===== config.mk =====
export PLATFORM = sky130hd
export DESIGN_NAME = matmul_tile_address_generator_core_flat
export DESIGN_NICKNAME = d
export VERILOG_FILES = /design/src/mtag_pkg.sv /design/src/mtag_if.sv /design/src/matmul_tile_address_generator_core.sv /design/src/mtag_ctrl.sv /design/src/mtag_datapath.sv /design/src/flat_wrapper.sv
export SDC_FILE = /design/constraint.sdc
export NUM_CORES = 2
export LEC_CHECK = 0
export ABC_AREA = 1
export BUFFER_PORTS_ARGS = -buffer_cell sky130_fd_sc_hd__buf_2
export CAP_MARGIN = 10
export CORE_MARGIN = 2
export CORE_UTILIZATION = 50
export DETAILED_ROUTE_END_ITERATION = 8
export PLACE_DENSITY = 0.67
export SLEW_MARGIN = 20
export SYNTH_ARGS = -nofsm -noshare
export SYNTH_HDL_FRONTEND = slang
export SYNTH_HIERARCHICAL = 1
export SYNTH_SLANG_ARGS = --single-unit

===== constraint.sdc =====
create_clock -name clock -period 22.3 [get_ports clock]
set_input_delay 2.23 -clock clock [delete_from_list [all_inputs] [get_ports clock]]
set_output_delay 2.23 -clock clock [all_outputs]
set_load 0.005 [all_outputs]

===== src/mtag_pkg.sv =====
package mtag_pkg;

   localparam int MAX_TILES_PER_DIM = 4;

   localparam int DIM_W      = 16;
   localparam int ADDR_W     = 32;
   localparam int ID_W       = 32;
   localparam int ARR_W      = 9;
   localparam int ACC_W      = 13;
   localparam int CSR_DATA_W = 13;
   localparam int CSR_IDX_W  = 2;

   localparam int CNT_W = $clog2(MAX_TILES_PER_DIM + 1);
   localparam int IDX_W = (MAX_TILES_PER_DIM > 1) ? $clog2(MAX_TILES_PER_DIM) : 1;

   localparam logic [ARR_W-1:0] ARRAY_WIDTH_RESET  = ARR_W'(128);
   localparam logic [ARR_W-1:0] ARRAY_HEIGHT_RESET = ARR_W'(128);
   localparam logic [ACC_W-1:0] ACCUM_DEPTH_RESET  = ACC_W'(256);
   localparam logic [ID_W-1:0]  TILE_ID_RESET      = ID_W'(1);

   typedef enum logic [CSR_IDX_W-1:0] {
      CSR_ARRAY_WIDTH  = 2'd0,
      CSR_ARRAY_HEIGHT = 2'd1,
      CSR_ACCUM_DEPTH  = 2'd2
   } csr_index_type;

   typedef struct packed {
      logic [DIM_W-1:0]  rows_a;
      logic [DIM_W-1:0]  inner_b;
      logic [DIM_W-1:0]  cols_c;
      logic              layout_nchw;
      logic [DIM_W-1:0]  channels;
      logic [ADDR_W-1:0] weight_base;
      logic [ADDR_W-1:0] act_base;
   } req_payload_type;

   typedef struct packed {
      logic [ID_W-1:0]   tile_id;
      logic [ADDR_W-1:0] weight_addr;
      logic [ARR_W-1:0]  weight_cols;
      logic [ARR_W-1:0]  weight_rows;
      logic [ADDR_W-1:0] act_addr;
      logic [ACC_W-1:0]  act_cols;
      logic [ARR_W-1:0]  act_rows;
      logic [DIM_W-1:0]  full_cols;
      logic [DIM_W-1:0]  full_rows;
      logic              last;
      logic              error;
   } rsp_payload_type;

   typedef struct packed {
      logic load;
      logic count;
      logic scale;
      logic advance;
      logic show_err;
   } dp_cmd_type;

   typedef struct packed {
      logic err;
      logic zero;
      logic last;
   } dp_status_type;

endpackage


===== src/mtag_if.sv =====
interface mtag_req_if import mtag_pkg::*; ();
   logic            valid;
   logic            ready;
   req_payload_type payload;

   modport source (output valid, output payload, input ready);
   modport sink   (input valid, input payload, output ready);
endinterface

interface mtag_rsp_if import mtag_pkg::*; ();
   logic            valid;
   logic            ready;
   rsp_payload_type payload;

   modport source (output valid, output payload, input ready);
   modport sink   (input valid, input payload, output ready);
endinterface


===== src/matmul_tile_address_generator_core.sv =====
// Tiled matrix multiply address generator.
// req_if takes one command item: matrix dimensions, layout, channel count
// and the two base addresses. rsp_if returns one item per weight and
// activation tile pair, in row tile, column tile, inner tile order; the
// final pair carries last. A command with a tile count above the limit on
// any dimension returns a single item with error and last set.
// csr_* writes array width, array height and accumulator depth; a zero
// value acts as one. Write only while no command is in flight.
// After a command is accepted, the count state registers the tile count
// compares and the scale state the offset multiplier results; the first
// item is then valid. Tiles follow one per cycle while rsp_if.ready is
// high. Unless another dimension is over the limit, a command with a zero
// dimension returns nothing. One command is in flight at a time;
// req_if.ready is low until its last item is taken. When rsp_if.ready
// is low the current item holds. Reset restores the register defaults
// and sets the tile id counter to 1; the counter carries over between
// commands.
module matmul_tile_address_generator_core import mtag_pkg::*; (
   input  logic                  clock,
   input  logic                  reset,
   mtag_req_if.sink              req_if,
   mtag_rsp_if.source            rsp_if,
   input  logic                  csr_wr_en,
   input  logic [CSR_IDX_W-1:0]  csr_index,
   input  logic [CSR_DATA_W-1:0] csr_wr_data
);

   dp_cmd_type    cmd;
   dp_status_type status;

   mtag_ctrl u_ctrl (
      .clock     (clock),
      .reset     (reset),
      .req_valid (req_if.valid),
      .req_ready (req_if.ready),
      .rsp_valid (rsp_if.valid),
      .rsp_ready (rsp_if.ready),
      .cmd       (cmd),
      .status    (status)
   );

   mtag_datapath u_datapath (
      .clock       (clock),
      .reset       (reset),
      .csr_wr_en   (csr_wr_en),
      .csr_index   (csr_index),
      .csr_wr_data (csr_wr_data),
      .req_payload (req_if.payload),
      .cmd         (cmd),
      .status      (status),
      .rsp_payload (rsp_if.payload)
   );

endmodule


===== src/mtag_ctrl.sv =====
module mtag_ctrl import mtag_pkg::*; (
   input  logic          clock,
   input  logic          reset,
   input  logic          req_valid,
   output logic          req_ready,
   output logic          rsp_valid,
   input  logic          rsp_ready,
   output dp_cmd_type    cmd,
   input  dp_status_type status
);

   typedef enum logic [4:0] {
      S_IDLE  = 5'b00001,
      S_COUNT = 5'b00010,
      S_SCALE = 5'b00100,
      S_EMIT  = 5'b01000,
      S_ERR   = 5'b10000
   } state_type;

   state_type state_ff;
   state_type state_in;

   always_comb begin
      state_in  = state_ff;
      req_ready = 1'b0;
      rsp_valid = 1'b0;
      cmd       = '0;
      case (state_ff)
         S_IDLE: begin
            req_ready = 1'b1;
            if (req_valid) begin
               cmd.load = 1'b1;
               state_in = S_COUNT;
            end
         end
         S_COUNT: begin
            cmd.count = 1'b1;
            state_in  = S_SCALE;
         end
         S_SCALE: begin
            cmd.scale = 1'b1;
            if (status.err) begin
               state_in = S_ERR;
            end else if (status.zero) begin
               state_in = S_IDLE;
            end else begin
               state_in = S_EMIT;
            end
         end
         S_EMIT: begin
            rsp_valid = 1'b1;
            if (rsp_ready) begin
               cmd.advance = 1'b1;
               if (status.last) begin
                  state_in = S_IDLE;
               end
            end
         end
         S_ERR: begin
            rsp_valid    = 1'b1;
            cmd.show_err = 1'b1;
            if (rsp_ready) begin
               state_in = S_IDLE;
            end
         end
         default: begin
            state_in = S_IDLE;
         end
      endcase
   end

   always_ff @(posedge clock) begin
      if (reset) begin
         state_ff <= S_IDLE;
      end else begin
         state_ff <= state_in;
      end
   end

endmodule


===== src/mtag_datapath.sv =====
module mtag_datapath import mtag_pkg::*; (
   input  logic                  clock,
   input  logic                  reset,
   input  logic                  csr_wr_en,
   input  logic [CSR_IDX_W-1:0]  csr_index,
   input  logic [CSR_DATA_W-1:0] csr_wr_data,
   input  req_payload_type       req_payload,
   input  dp_cmd_type            cmd,
   output dp_status_type         status,
   output rsp_payload_type       rsp_payload
);

   localparam int CMP_W  = (DIM_W > ACC_W + CNT_W) ? DIM_W : ACC_W + CNT_W;
   localparam int HB_W   = ARR_W + DIM_W;
   localparam int FD_W   = ACC_W + DIM_W;
   localparam int PROD_W = HB_W + DIM_W;

   typedef struct packed {
      logic [CNT_W-1:0] cnt;
      logic             over;
   } count_type;

   function automatic count_type tile_count(input logic [DIM_W-1:0] total,
                                            input logic [ACC_W-1:0] size);
      count_type res;
      res.cnt  = '0;
      res.over = 1'b0;
      for (int m = 0; m < MAX_TILES_PER_DIM; m++) begin
         if (CMP_W'(total) > CMP_W'(m) * CMP_W'(size)) begin
            res.cnt = res.cnt + CNT_W'(1);
         end
      end
      res.over = CMP_W'(total) > CMP_W'(MAX_TILES_PER_DIM) * CMP_W'(size);
      return res;
   endfunction

   logic [ARR_W-1:0] cfg_w_ff, cfg_w_in;
   logic [ARR_W-1:0] cfg_h_ff, cfg_h_in;
   logic [ACC_W-1:0] cfg_d_ff, cfg_d_in;
   logic [ID_W-1:0]  id_ff, id_in;

   logic [DIM_W-1:0]  ra_ff, ra_in;
   logic [DIM_W-1:0]  ib_ff, ib_in;
   logic [DIM_W-1:0]  cc_ff, cc_in;
   logic [DIM_W-1:0]  f_ff, f_in;
   logic [ADDR_W-1:0] wbase_ff, wbase_in;
   logic [ADDR_W-1:0] abase_ff, abase_in;
   logic [ARR_W-1:0]  w_ff, w_in;
   logic [ARR_W-1:0]  h_ff, h_in;
   logic [ACC_W-1:0]  d_ff, d_in;

   logic [CNT_W-1:0] na_ff, na_in;
   logic [CNT_W-1:0] nb_ff, nb_in;
   logic [CNT_W-1:0] nc_ff, nc_in;
   logic             err_ff, err_in;
   logic             zero_ff, zero_in;
   logic [HB_W-1:0]  hb_ff, hb_in;
   logic [HB_W-1:0]  wc_ff, wc_in;
   logic [HB_W-1:0]  fw_ff, fw_in;
   logic [FD_W-1:0]  fd_ff, fd_in;

   logic [ADDR_W-1:0] wrow_step_ff, wrow_step_in;
   logic [ADDR_W-1:0] aj_step_ff, aj_step_in;
   logic [ARR_W-1:0]  rem_a_ff, rem_a_in;
   logic [ARR_W-1:0]  rem_b_ff, rem_b_in;
   logic [ACC_W-1:0]  rem_c_ff, rem_c_in;

   logic [IDX_W-1:0]  i_ff, i_in;
   logic [IDX_W-1:0]  j_ff, j_in;
   logic [IDX_W-1:0]  k_ff, k_in;
   logic [ADDR_W-1:0] wrow_ff, wrow_in;
   logic [ADDR_W-1:0] wcur_ff, wcur_in;
   logic [ADDR_W-1:0] akb_ff, akb_in;
   logic [ADDR_W-1:0] acur_ff, acur_in;

   count_type         cnt_a, cnt_b, cnt_c;
   logic [PROD_W-1:0] wrow_full, aj_full;
   logic [DIM_W-1:0]  diff_a, diff_b, diff_c;
   logic              i_last, j_last, k_last;
   logic [ADDR_W-1:0] wrow_next, akb_next;

   always_comb begin
      cfg_w_in = cfg_w_ff;
      cfg_h_in = cfg_h_ff;
      cfg_d_in = cfg_d_ff;
      if (csr_wr_en) begin
         case (csr_index)
            CSR_ARRAY_WIDTH:  cfg_w_in = csr_wr_data[ARR_W-1:0];
            CSR_ARRAY_HEIGHT: cfg_h_in = csr_wr_data[ARR_W-1:0];
            CSR_ACCUM_DEPTH:  cfg_d_in = csr_wr_data[ACC_W-1:0];
            default: begin
            end
         endcase
      end
   end

   assign cnt_a = tile_count(ra_ff, ACC_W'(h_ff));
   assign cnt_b = tile_count(ib_ff, ACC_W'(w_ff));
   assign cnt_c = tile_count(cc_ff, d_ff);

   assign wrow_full = PROD_W'(f_ff) * PROD_W'(hb_ff);
   assign aj_full   = PROD_W'(f_ff) * PROD_W'(wc_ff);

   assign diff_a = ra_ff - DIM_W'(na_ff - CNT_W'(1)) * DIM_W'(h_ff);
   assign diff_b = ib_ff - DIM_W'(nb_ff - CNT_W'(1)) * DIM_W'(w_ff);
   assign diff_c = cc_ff - DIM_W'(nc_ff - CNT_W'(1)) * DIM_W'(d_ff);

   assign i_last = CNT_W'(i_ff) == na_ff - CNT_W'(1);
   assign j_last = CNT_W'(j_ff) == nb_ff - CNT_W'(1);
   assign k_last = CNT_W'(k_ff) == nc_ff - CNT_W'(1);

   assign wrow_next = wrow_ff + wrow_step_ff;
   assign akb_next  = akb_ff + ADDR_W'(fd_ff);

   always_comb begin
      ra_in    = ra_ff;
      ib_in    = ib_ff;
      cc_in    = cc_ff;
      f_in     = f_ff;
      wbase_in = wbase_ff;
      abase_in = abase_ff;
      w_in     = w_ff;
      h_in     = h_ff;
      d_in     = d_ff;
      if (cmd.load) begin
         ra_in    = req_payload.rows_a;
         ib_in    = req_payload.inner_b;
         cc_in    = req_payload.cols_c;
         f_in     = req_payload.layout_nchw ? DIM_W'(1) : req_payload.channels;
         wbase_in = req_payload.weight_base;
         abase_in = req_payload.act_base;
         w_in     = (cfg_w_ff == '0) ? ARR_W'(1) : cfg_w_ff;
         h_in     = (cfg_h_ff == '0) ? ARR_W'(1) : cfg_h_ff;
         d_in     = (cfg_d_ff == '0) ? ACC_W'(1) : cfg_d_ff;
      end
   end

   always_comb begin
      na_in   = na_ff;
      nb_in   = nb_ff;
      nc_in   = nc_ff;
      err_in  = err_ff;
      zero_in = zero_ff;
      hb_in   = hb_ff;
      wc_in   = wc_ff;
      fw_in   = fw_ff;
      fd_in   = fd_ff;
      if (cmd.count) begin
         na_in   = cnt_a.cnt;
         nb_in   = cnt_b.cnt;
         nc_in   = cnt_c.cnt;
         err_in  = cnt_a.over | cnt_b.over | cnt_c.over;
         zero_in = (cnt_a.cnt == '0) | (cnt_b.cnt == '0) | (cnt_c.cnt == '0);
         hb_in   = HB_W'(h_ff) * HB_W'(ib_ff);
         wc_in   = HB_W'(w_ff) * HB_W'(cc_ff);
         fw_in   = HB_W'(f_ff) * HB_W'(w_ff);
         fd_in   = FD_W'(f_ff) * FD_W'(d_ff);
      end
   end

   always_comb begin
      wrow_step_in = wrow_step_ff;
      aj_step_in   = aj_step_ff;
      rem_a_in     = rem_a_ff;
      rem_b_in     = rem_b_ff;
      rem_c_in     = rem_c_ff;
      i_in         = i_ff;
      j_in         = j_ff;
      k_in         = k_ff;
      wrow_in      = wrow_ff;
      wcur_in      = wcur_ff;
      akb_in       = akb_ff;
      acur_in      = acur_ff;
      id_in        = id_ff;
      if (cmd.scale) begin
         wrow_step_in = wrow_full[ADDR_W-1:0];
         aj_step_in   = aj_full[ADDR_W-1:0];
         rem_a_in     = diff_a[ARR_W-1:0];
         rem_b_in     = diff_b[ARR_W-1:0];
         rem_c_in     = diff_c[ACC_W-1:0];
         i_in         = '0;
         j_in         = '0;
         k_in         = '0;
         wrow_in      = wbase_ff;
         wcur_in      = wbase_ff;
         akb_in       = abase_ff;
         acur_in      = abase_ff;
      end else if (cmd.advance) begin
         id_in = id_ff + ID_W'(1);
         if (!j_last) begin
            j_in    = j_ff + IDX_W'(1);
            wcur_in = wcur_ff + ADDR_W'(fw_ff);
            acur_in = acur_ff + aj_step_ff;
         end else if (!k_last) begin
            j_in    = '0;
            k_in    = k_ff + IDX_W'(1);
            wcur_in = wrow_ff;
            akb_in  = akb_next;
            acur_in = akb_next;
         end else begin
            j_in    = '0;
            k_in    = '0;
            i_in    = i_ff + IDX_W'(1);
            wrow_in = wrow_next;
            wcur_in = wrow_next;
            akb_in  = abase_ff;
            acur_in = abase_ff;
         end
      end
   end

   always_ff @(posedge clock) begin
      if (reset) begin
         cfg_w_ff <= ARRAY_WIDTH_RESET;
         cfg_h_ff <= ARRAY_HEIGHT_RESET;
         cfg_d_ff <= ACCUM_DEPTH_RESET;
         id_ff    <= TILE_ID_RESET;
      end else begin
         cfg_w_ff <= cfg_w_in;
         cfg_h_ff <= cfg_h_in;
         cfg_d_ff <= cfg_d_in;
         id_ff    <= id_in;
      end
   end

   always_ff @(posedge clock) begin
      ra_ff        <= ra_in;
      ib_ff        <= ib_in;
      cc_ff        <= cc_in;
      f_ff         <= f_in;
      wbase_ff     <= wbase_in;
      abase_ff     <= abase_in;
      w_ff         <= w_in;
      h_ff         <= h_in;
      d_ff         <= d_in;
      na_ff        <= na_in;
      nb_ff        <= nb_in;
      nc_ff        <= nc_in;
      err_ff       <= err_in;
      zero_ff      <= zero_in;
      hb_ff        <= hb_in;
      wc_ff        <= wc_in;
      fw_ff        <= fw_in;
      fd_ff        <= fd_in;
      wrow_step_ff <= wrow_step_in;
      aj_step_ff   <= aj_step_in;
      rem_a_ff     <= rem_a_in;
      rem_b_ff     <= rem_b_in;
      rem_c_ff     <= rem_c_in;
      i_ff         <= i_in;
      j_ff         <= j_in;
      k_ff         <= k_in;
      wrow_ff      <= wrow_in;
      wcur_ff      <= wcur_in;
      akb_ff       <= akb_in;
      acur_ff      <= acur_in;
   end

   assign status.err  = err_ff;
   assign status.zero = zero_ff;
   assign status.last = i_last & j_last & k_last;

   always_comb begin
      if (cmd.show_err) begin
         rsp_payload       = '0;
         rsp_payload.last  = 1'b1;
         rsp_payload.error = 1'b1;
      end else begin
         rsp_payload.tile_id     = id_ff;
         rsp_payload.weight_addr = wcur_ff;
         rsp_payload.weight_cols = j_last ? rem_b_ff : w_ff;
         rsp_payload.weight_rows = i_last ? rem_a_ff : h_ff;
         rsp_payload.act_addr    = acur_ff;
         rsp_payload.act_cols    = k_last ? rem_c_ff : d_ff;
         rsp_payload.act_rows    = i_last ? rem_a_ff : h_ff;
         rsp_payload.full_cols   = ib_ff;
         rsp_payload.full_rows   = ra_ff;
         rsp_payload.last        = i_last & j_last & k_last;
         rsp_payload.error       = 1'b0;
      end
   end

endmodule


===== src/flat_wrapper.sv =====
// flat-port wrapper written by rule: the top's interface ports become plain ports
module matmul_tile_address_generator_core_flat import mtag_pkg::*;
  (clock, reset, csr_wr_en, csr_index, csr_wr_data, req_if_valid, req_if_payload, req_if_ready, rsp_if_valid, rsp_if_payload, rsp_if_ready);
  mtag_req_if req_if_i ();
  mtag_rsp_if rsp_if_i ();
  input  logic clock;
  input  logic reset;
  input  logic csr_wr_en;
  input  logic [CSR_IDX_W-1:0] csr_index;
  input  logic [CSR_DATA_W-1:0] csr_wr_data;
  input wire logic [$bits(req_if_i.valid)-1:0] req_if_valid;
  input wire logic [$bits(req_if_i.payload)-1:0] req_if_payload;
  output wire logic [$bits(req_if_i.ready)-1:0] req_if_ready;
  output wire logic [$bits(rsp_if_i.valid)-1:0] rsp_if_valid;
  output wire logic [$bits(rsp_if_i.payload)-1:0] rsp_if_payload;
  input wire logic [$bits(rsp_if_i.ready)-1:0] rsp_if_ready;
  assign req_if_i.valid = req_if_valid;
  assign req_if_i.payload = req_if_payload;
  assign req_if_ready = req_if_i.ready;
  assign rsp_if_valid = rsp_if_i.valid;
  assign rsp_if_payload = rsp_if_i.payload;
  assign rsp_if_i.ready = rsp_if_ready;
  matmul_tile_address_generator_core u_core (.clock(clock), .reset(reset), .req_if(req_if_i), .rsp_if(rsp_if_i), .csr_wr_en(csr_wr_en), .csr_index(csr_index), .csr_wr_data(csr_wr_data));
endmodule

==> results_dict.tcl <==
set metrics [dict create \
    outcome "completed" \
    syn_inst 10685 \
    regToRegSetupSlack_ns 15.38 \
    setup_viol 0 \
    cts_hold_buf 0 \
    hold_end "u_core/u_datapath/w_ff[5]" \
    grt_pass1_vias 71216 \
    start_util_pct 50.26 \
    rsz0062_at_grt "no" \
    clk_latency_ns 0.71 \
    grt_first_pass_wirelength_um 406300 \
    synth_edf_count 497 \
    netlist_area_mm2 0.08274 \
    yosysSeqAreaShare_pct 19.83 \
    min_period_over_period_pct 31.05 \
    critPathCaptureType "flop" \
    die_y_um 410.8 \
    rr_worst_depth 25 \
    drcViolationCount 0 \
    grt_max_degree 143 \
    fp.dieW_um 410.8 \
    max_freq_mhz 144.4 \
    crit_top_cell "inv_1" \
    drt_first_iter_violations 5755 \
    synth.avg_cell_area_um2 7.744 \
    rr_endpoint "u_core/u_datapath/wrow_step_ff[31]" \
    fin_skew_ns 0.04332 \
    finalHoldViolCount 0 \
    synth_cell_type_count 62 \
    critical_path_buf_inv_count 8 \
    cp-start-kind "flop" \
    fin_nets 12662 \
    drive_gt1_share_pct 5.216 \
    path_delay_family "adder cells" \
    mostFrequentLayoutCell "nand2_1" \
    dr_total_vias 69555 \
    cpPeakStageDelay_ns 0.89 \
    clock_sinks 571 \
    std_cell_rows 149 \
    worstPathRequired_ns 22.74 \
    fin_crit_ns 6.923 \
    cap_viol_max_count 0 \
    n_fill_cell 15660 \
    tightest_slew_ns 1.318 \
    dp_hpwl_um 207500 \
    cts_buffers 76 \
    worstHoldStart "u_core/u_datapath/cfg_w_ff[5]" \
    synth-seq-cells 571 \
    cts_resized 0 \
    maxSlewHeadroom_pct 11.79 \
    die-area_mm2 0.1688 \
    worstPathArrival_ns 7.36 \
    cts_setup_buffers 0 \
    hold_class "flop to flop" \
    fin_setup_tns_ns 0 \
    path_max_fanout 51 \
    slowest_stage "edfxtp_1" \
    most-common-layout-cells "2823 x nand2_1, 2522 x inv_1, 1088 x fa_1" \
    path_class "flop to flop" \
    min_delay_path_depth 0 \
    async_flop_share_pct 0 \
    antenna_found_initial 10 \
    clkTransAtPathRegs_ns 0.06 \
    dr.pass1.iters 8 \
    grt_use_total_pct 31.35 \
    synth_top_area_share_pct 26.32 \
    maxSlewViolCount 0 \
    ys_warn_count 6 \
    ctsHtreeMaxLevel 3 \
    synth_nets 12632 \
    overflow 0 \
    core_area_mm2 0.1646 \
    syn2layout_area_growth_pct 6.927 \
    ys_top_cells_by_area "fa_1 26%, edfxtp_1 18%, nand2_1 13%" \
    synthFlopType "edfxtp_1" \
    cts_tree "built" \
    portBuffers 320 \
    post_drt_wl_per_cell_um 20.21 \
    ant_nets 0 \
    io_pins 321 \
    crit-reg2reg-launch "u_core/u_datapath/f_ff[3]" \
    cts_max_path_buffers 3 \
    synth_area_leader_cell "fa_1" \
    place_congestion 1.016 \
    wirelength_um 262100 \
    drt-vias-per-instance 5.365 \
    cts_root_buf "clkbuf_16" \
]
[synthesized netlist by cell type, types with 3 or more instances]
| cell | instances |
|---|---|
| a211oi_1 | 6 |
| a21boi_0 | 10 |
| a21boi_1 | 3 |
| a21o_1 | 31 |
| a21oi_1 | 473 |
| a31oi_1 | 15 |
| and2_1 | 9 |
| and3_1 | 7 |
| buf_1 | 45 |
| buf_2 | 24 |
| buf_4 | 13 |
| clkbuf_1 | 355 |
| dfxtp_1 | 74 |
| edfxtp_1 | 497 |
| fa_1 | 1088 |
| ha_1 | 710 |
| inv_1 | 2526 |
| inv_2 | 12 |
| nand2_1 | 2826 |
| nand2_2 | 7 |
| nand3_1 | 349 |
| nand3b_1 | 18 |
| nand4_1 | 96 |
| nor2_1 | 593 |
| nor2_2 | 7 |
| nor2_4 | 4 |
| nor3_1 | 72 |
| nor3b_1 | 5 |
| nor4_1 | 28 |
| o2111ai_1 | 4 |
| o211ai_1 | 17 |
| o21a_1 | 42 |
| o21ai_0 | 241 |
| o21ai_1 | 81 |
| o21bai_1 | 42 |
| o221ai_1 | 3 |
| o22ai_1 | 6 |
| o31ai_1 | 8 |
| or2_0 | 3 |
| or2_1 | 7 |
| or2_2 | 7 |
| xnor2_1 | 94 |
| xor2_1 | 203 |
[how the worst max path moves through the flow]
stage | start | endpoint | slack [ns] | cells past startpoint
after floorplan | req_if_valid | u_core/u_datapath/abase_ff[0] | 12.76 | 2
after global placement | u_core/u_datapath/f_ff[3] | u_core/u_datapath/wrow_step_ff[31] | 15.54 | 25
after detailed placement | u_core/u_datapath/f_ff[3] | u_core/u_datapath/wrow_step_ff[31] | 15.52 | 25
after CTS | u_core/u_datapath/f_ff[3] | u_core/u_datapath/wrow_step_ff[31] | 15.46 | 25
after global routing | u_core/u_datapath/f_ff[3] | u_core/u_datapath/wrow_step_ff[31] | 14.98 | 25
final | u_core/u_datapath/f_ff[3] | u_core/u_datapath/wrow_step_ff[31] | 15.38 | 25
[routing by layer]
layer	track usage, %	vias to the layer above	share of wire (%)
met3	4.213	600	7.0
li1	-	32380	-
met1	40.58	33791	41
met2	51.28	2776	46
met5	0	-	0.018
met4	16.51	8	6.1
[metrics by stage]
stage          area, µm²  setup WS, ns  hold WS, ns  cells  utilization (%)
6_report           88470         15.38       0.4264  12965            53.74
5_1_grt            88470         14.98       0.4378  12964            53.74
4_1_cts            88470         15.46       0.4273  12964            53.74
3_5_place_dp       85940         15.52       0.4161  12826            52.21
3_3_place_gp       85940         15.54       0.4165  12826            52.21
2_1_floorplan      82740         12.76       0.4294  10685                -
[cells by family after synthesis]
kind of cell               Yosys count  share of synthesized area, %
muxes                                2                       0.02420
xor gates and xnor gates           298                         3.171
buffers and inverters             2980                         13.64
and+or+nand+nor                   4045                         19.70
DFF                                571                         19.83
adders and majority gates         1798                         37.06
AOI/OAI and AO/OA                  991                         6.580
[flip-flops by register name, summed over array words and instances (netlist names), 16 cells and up]
signal / flops
u_core/u_datapath/wcur_ff: 32
u_core/u_datapath/wrow_step_ff: 32
u_core/u_datapath/wbase_ff: 32
u_core/u_datapath/acur_ff: 32
u_core/u_datapath/fd_ff: 29
u_core/u_datapath/f_ff: 16
u_core/u_datapath/akb_ff: 32
u_core/u_datapath/fw_ff: 25
u_core/u_datapath/cc_ff: 16
u_core/u_datapath/wrow_ff: 32
u_core/u_datapath/id_ff: 32
u_core/u_datapath/abase_ff: 32
u_core/u_datapath/aj_step_ff: 32
u_core/u_datapath/ib_ff: 16
u_core/u_datapath/wc_ff: 25
u_core/u_datapath/hb_ff: 25
u_core/u_datapath/ra_ff: 16
[layout make-up]
| cell class | count | area (µm²) | share of cell area [%] |
|---|---|---|---|
| clock buffers | 92 | 2024 | 2.288 |
| repair buffers | 391 | 2147 | 2.427 |
| well taps | 2189 | 2739 | 3.096 |
| multi-input cells | 7134 | 55090 | 62.27 |
| inverters | 2541 | 9558 | 10.80 |
| flip-flops and latches | 571 | 16410 | 18.54 |
| clock inverters | 46 | 501.7 | 0.5671 |
| diodes | 1 | 2.502 | 0.002828 |
[worst reg2reg max path, delay by kind of cell (launching register included)]
family / cells / cell delay, ns
adders and majority gates: 7 / 3.43
buffers and inverters: 8 / 1.09
and+or+nand+nor: 9 / 1.09
DFF: 1 / 0.89
AOI/OAI and AO/OA: 1 / 0.18
Power is left out: the tool's default activity adds up to more than one toggle a clock period on the data nets, which glitch-free logic cannot reach.
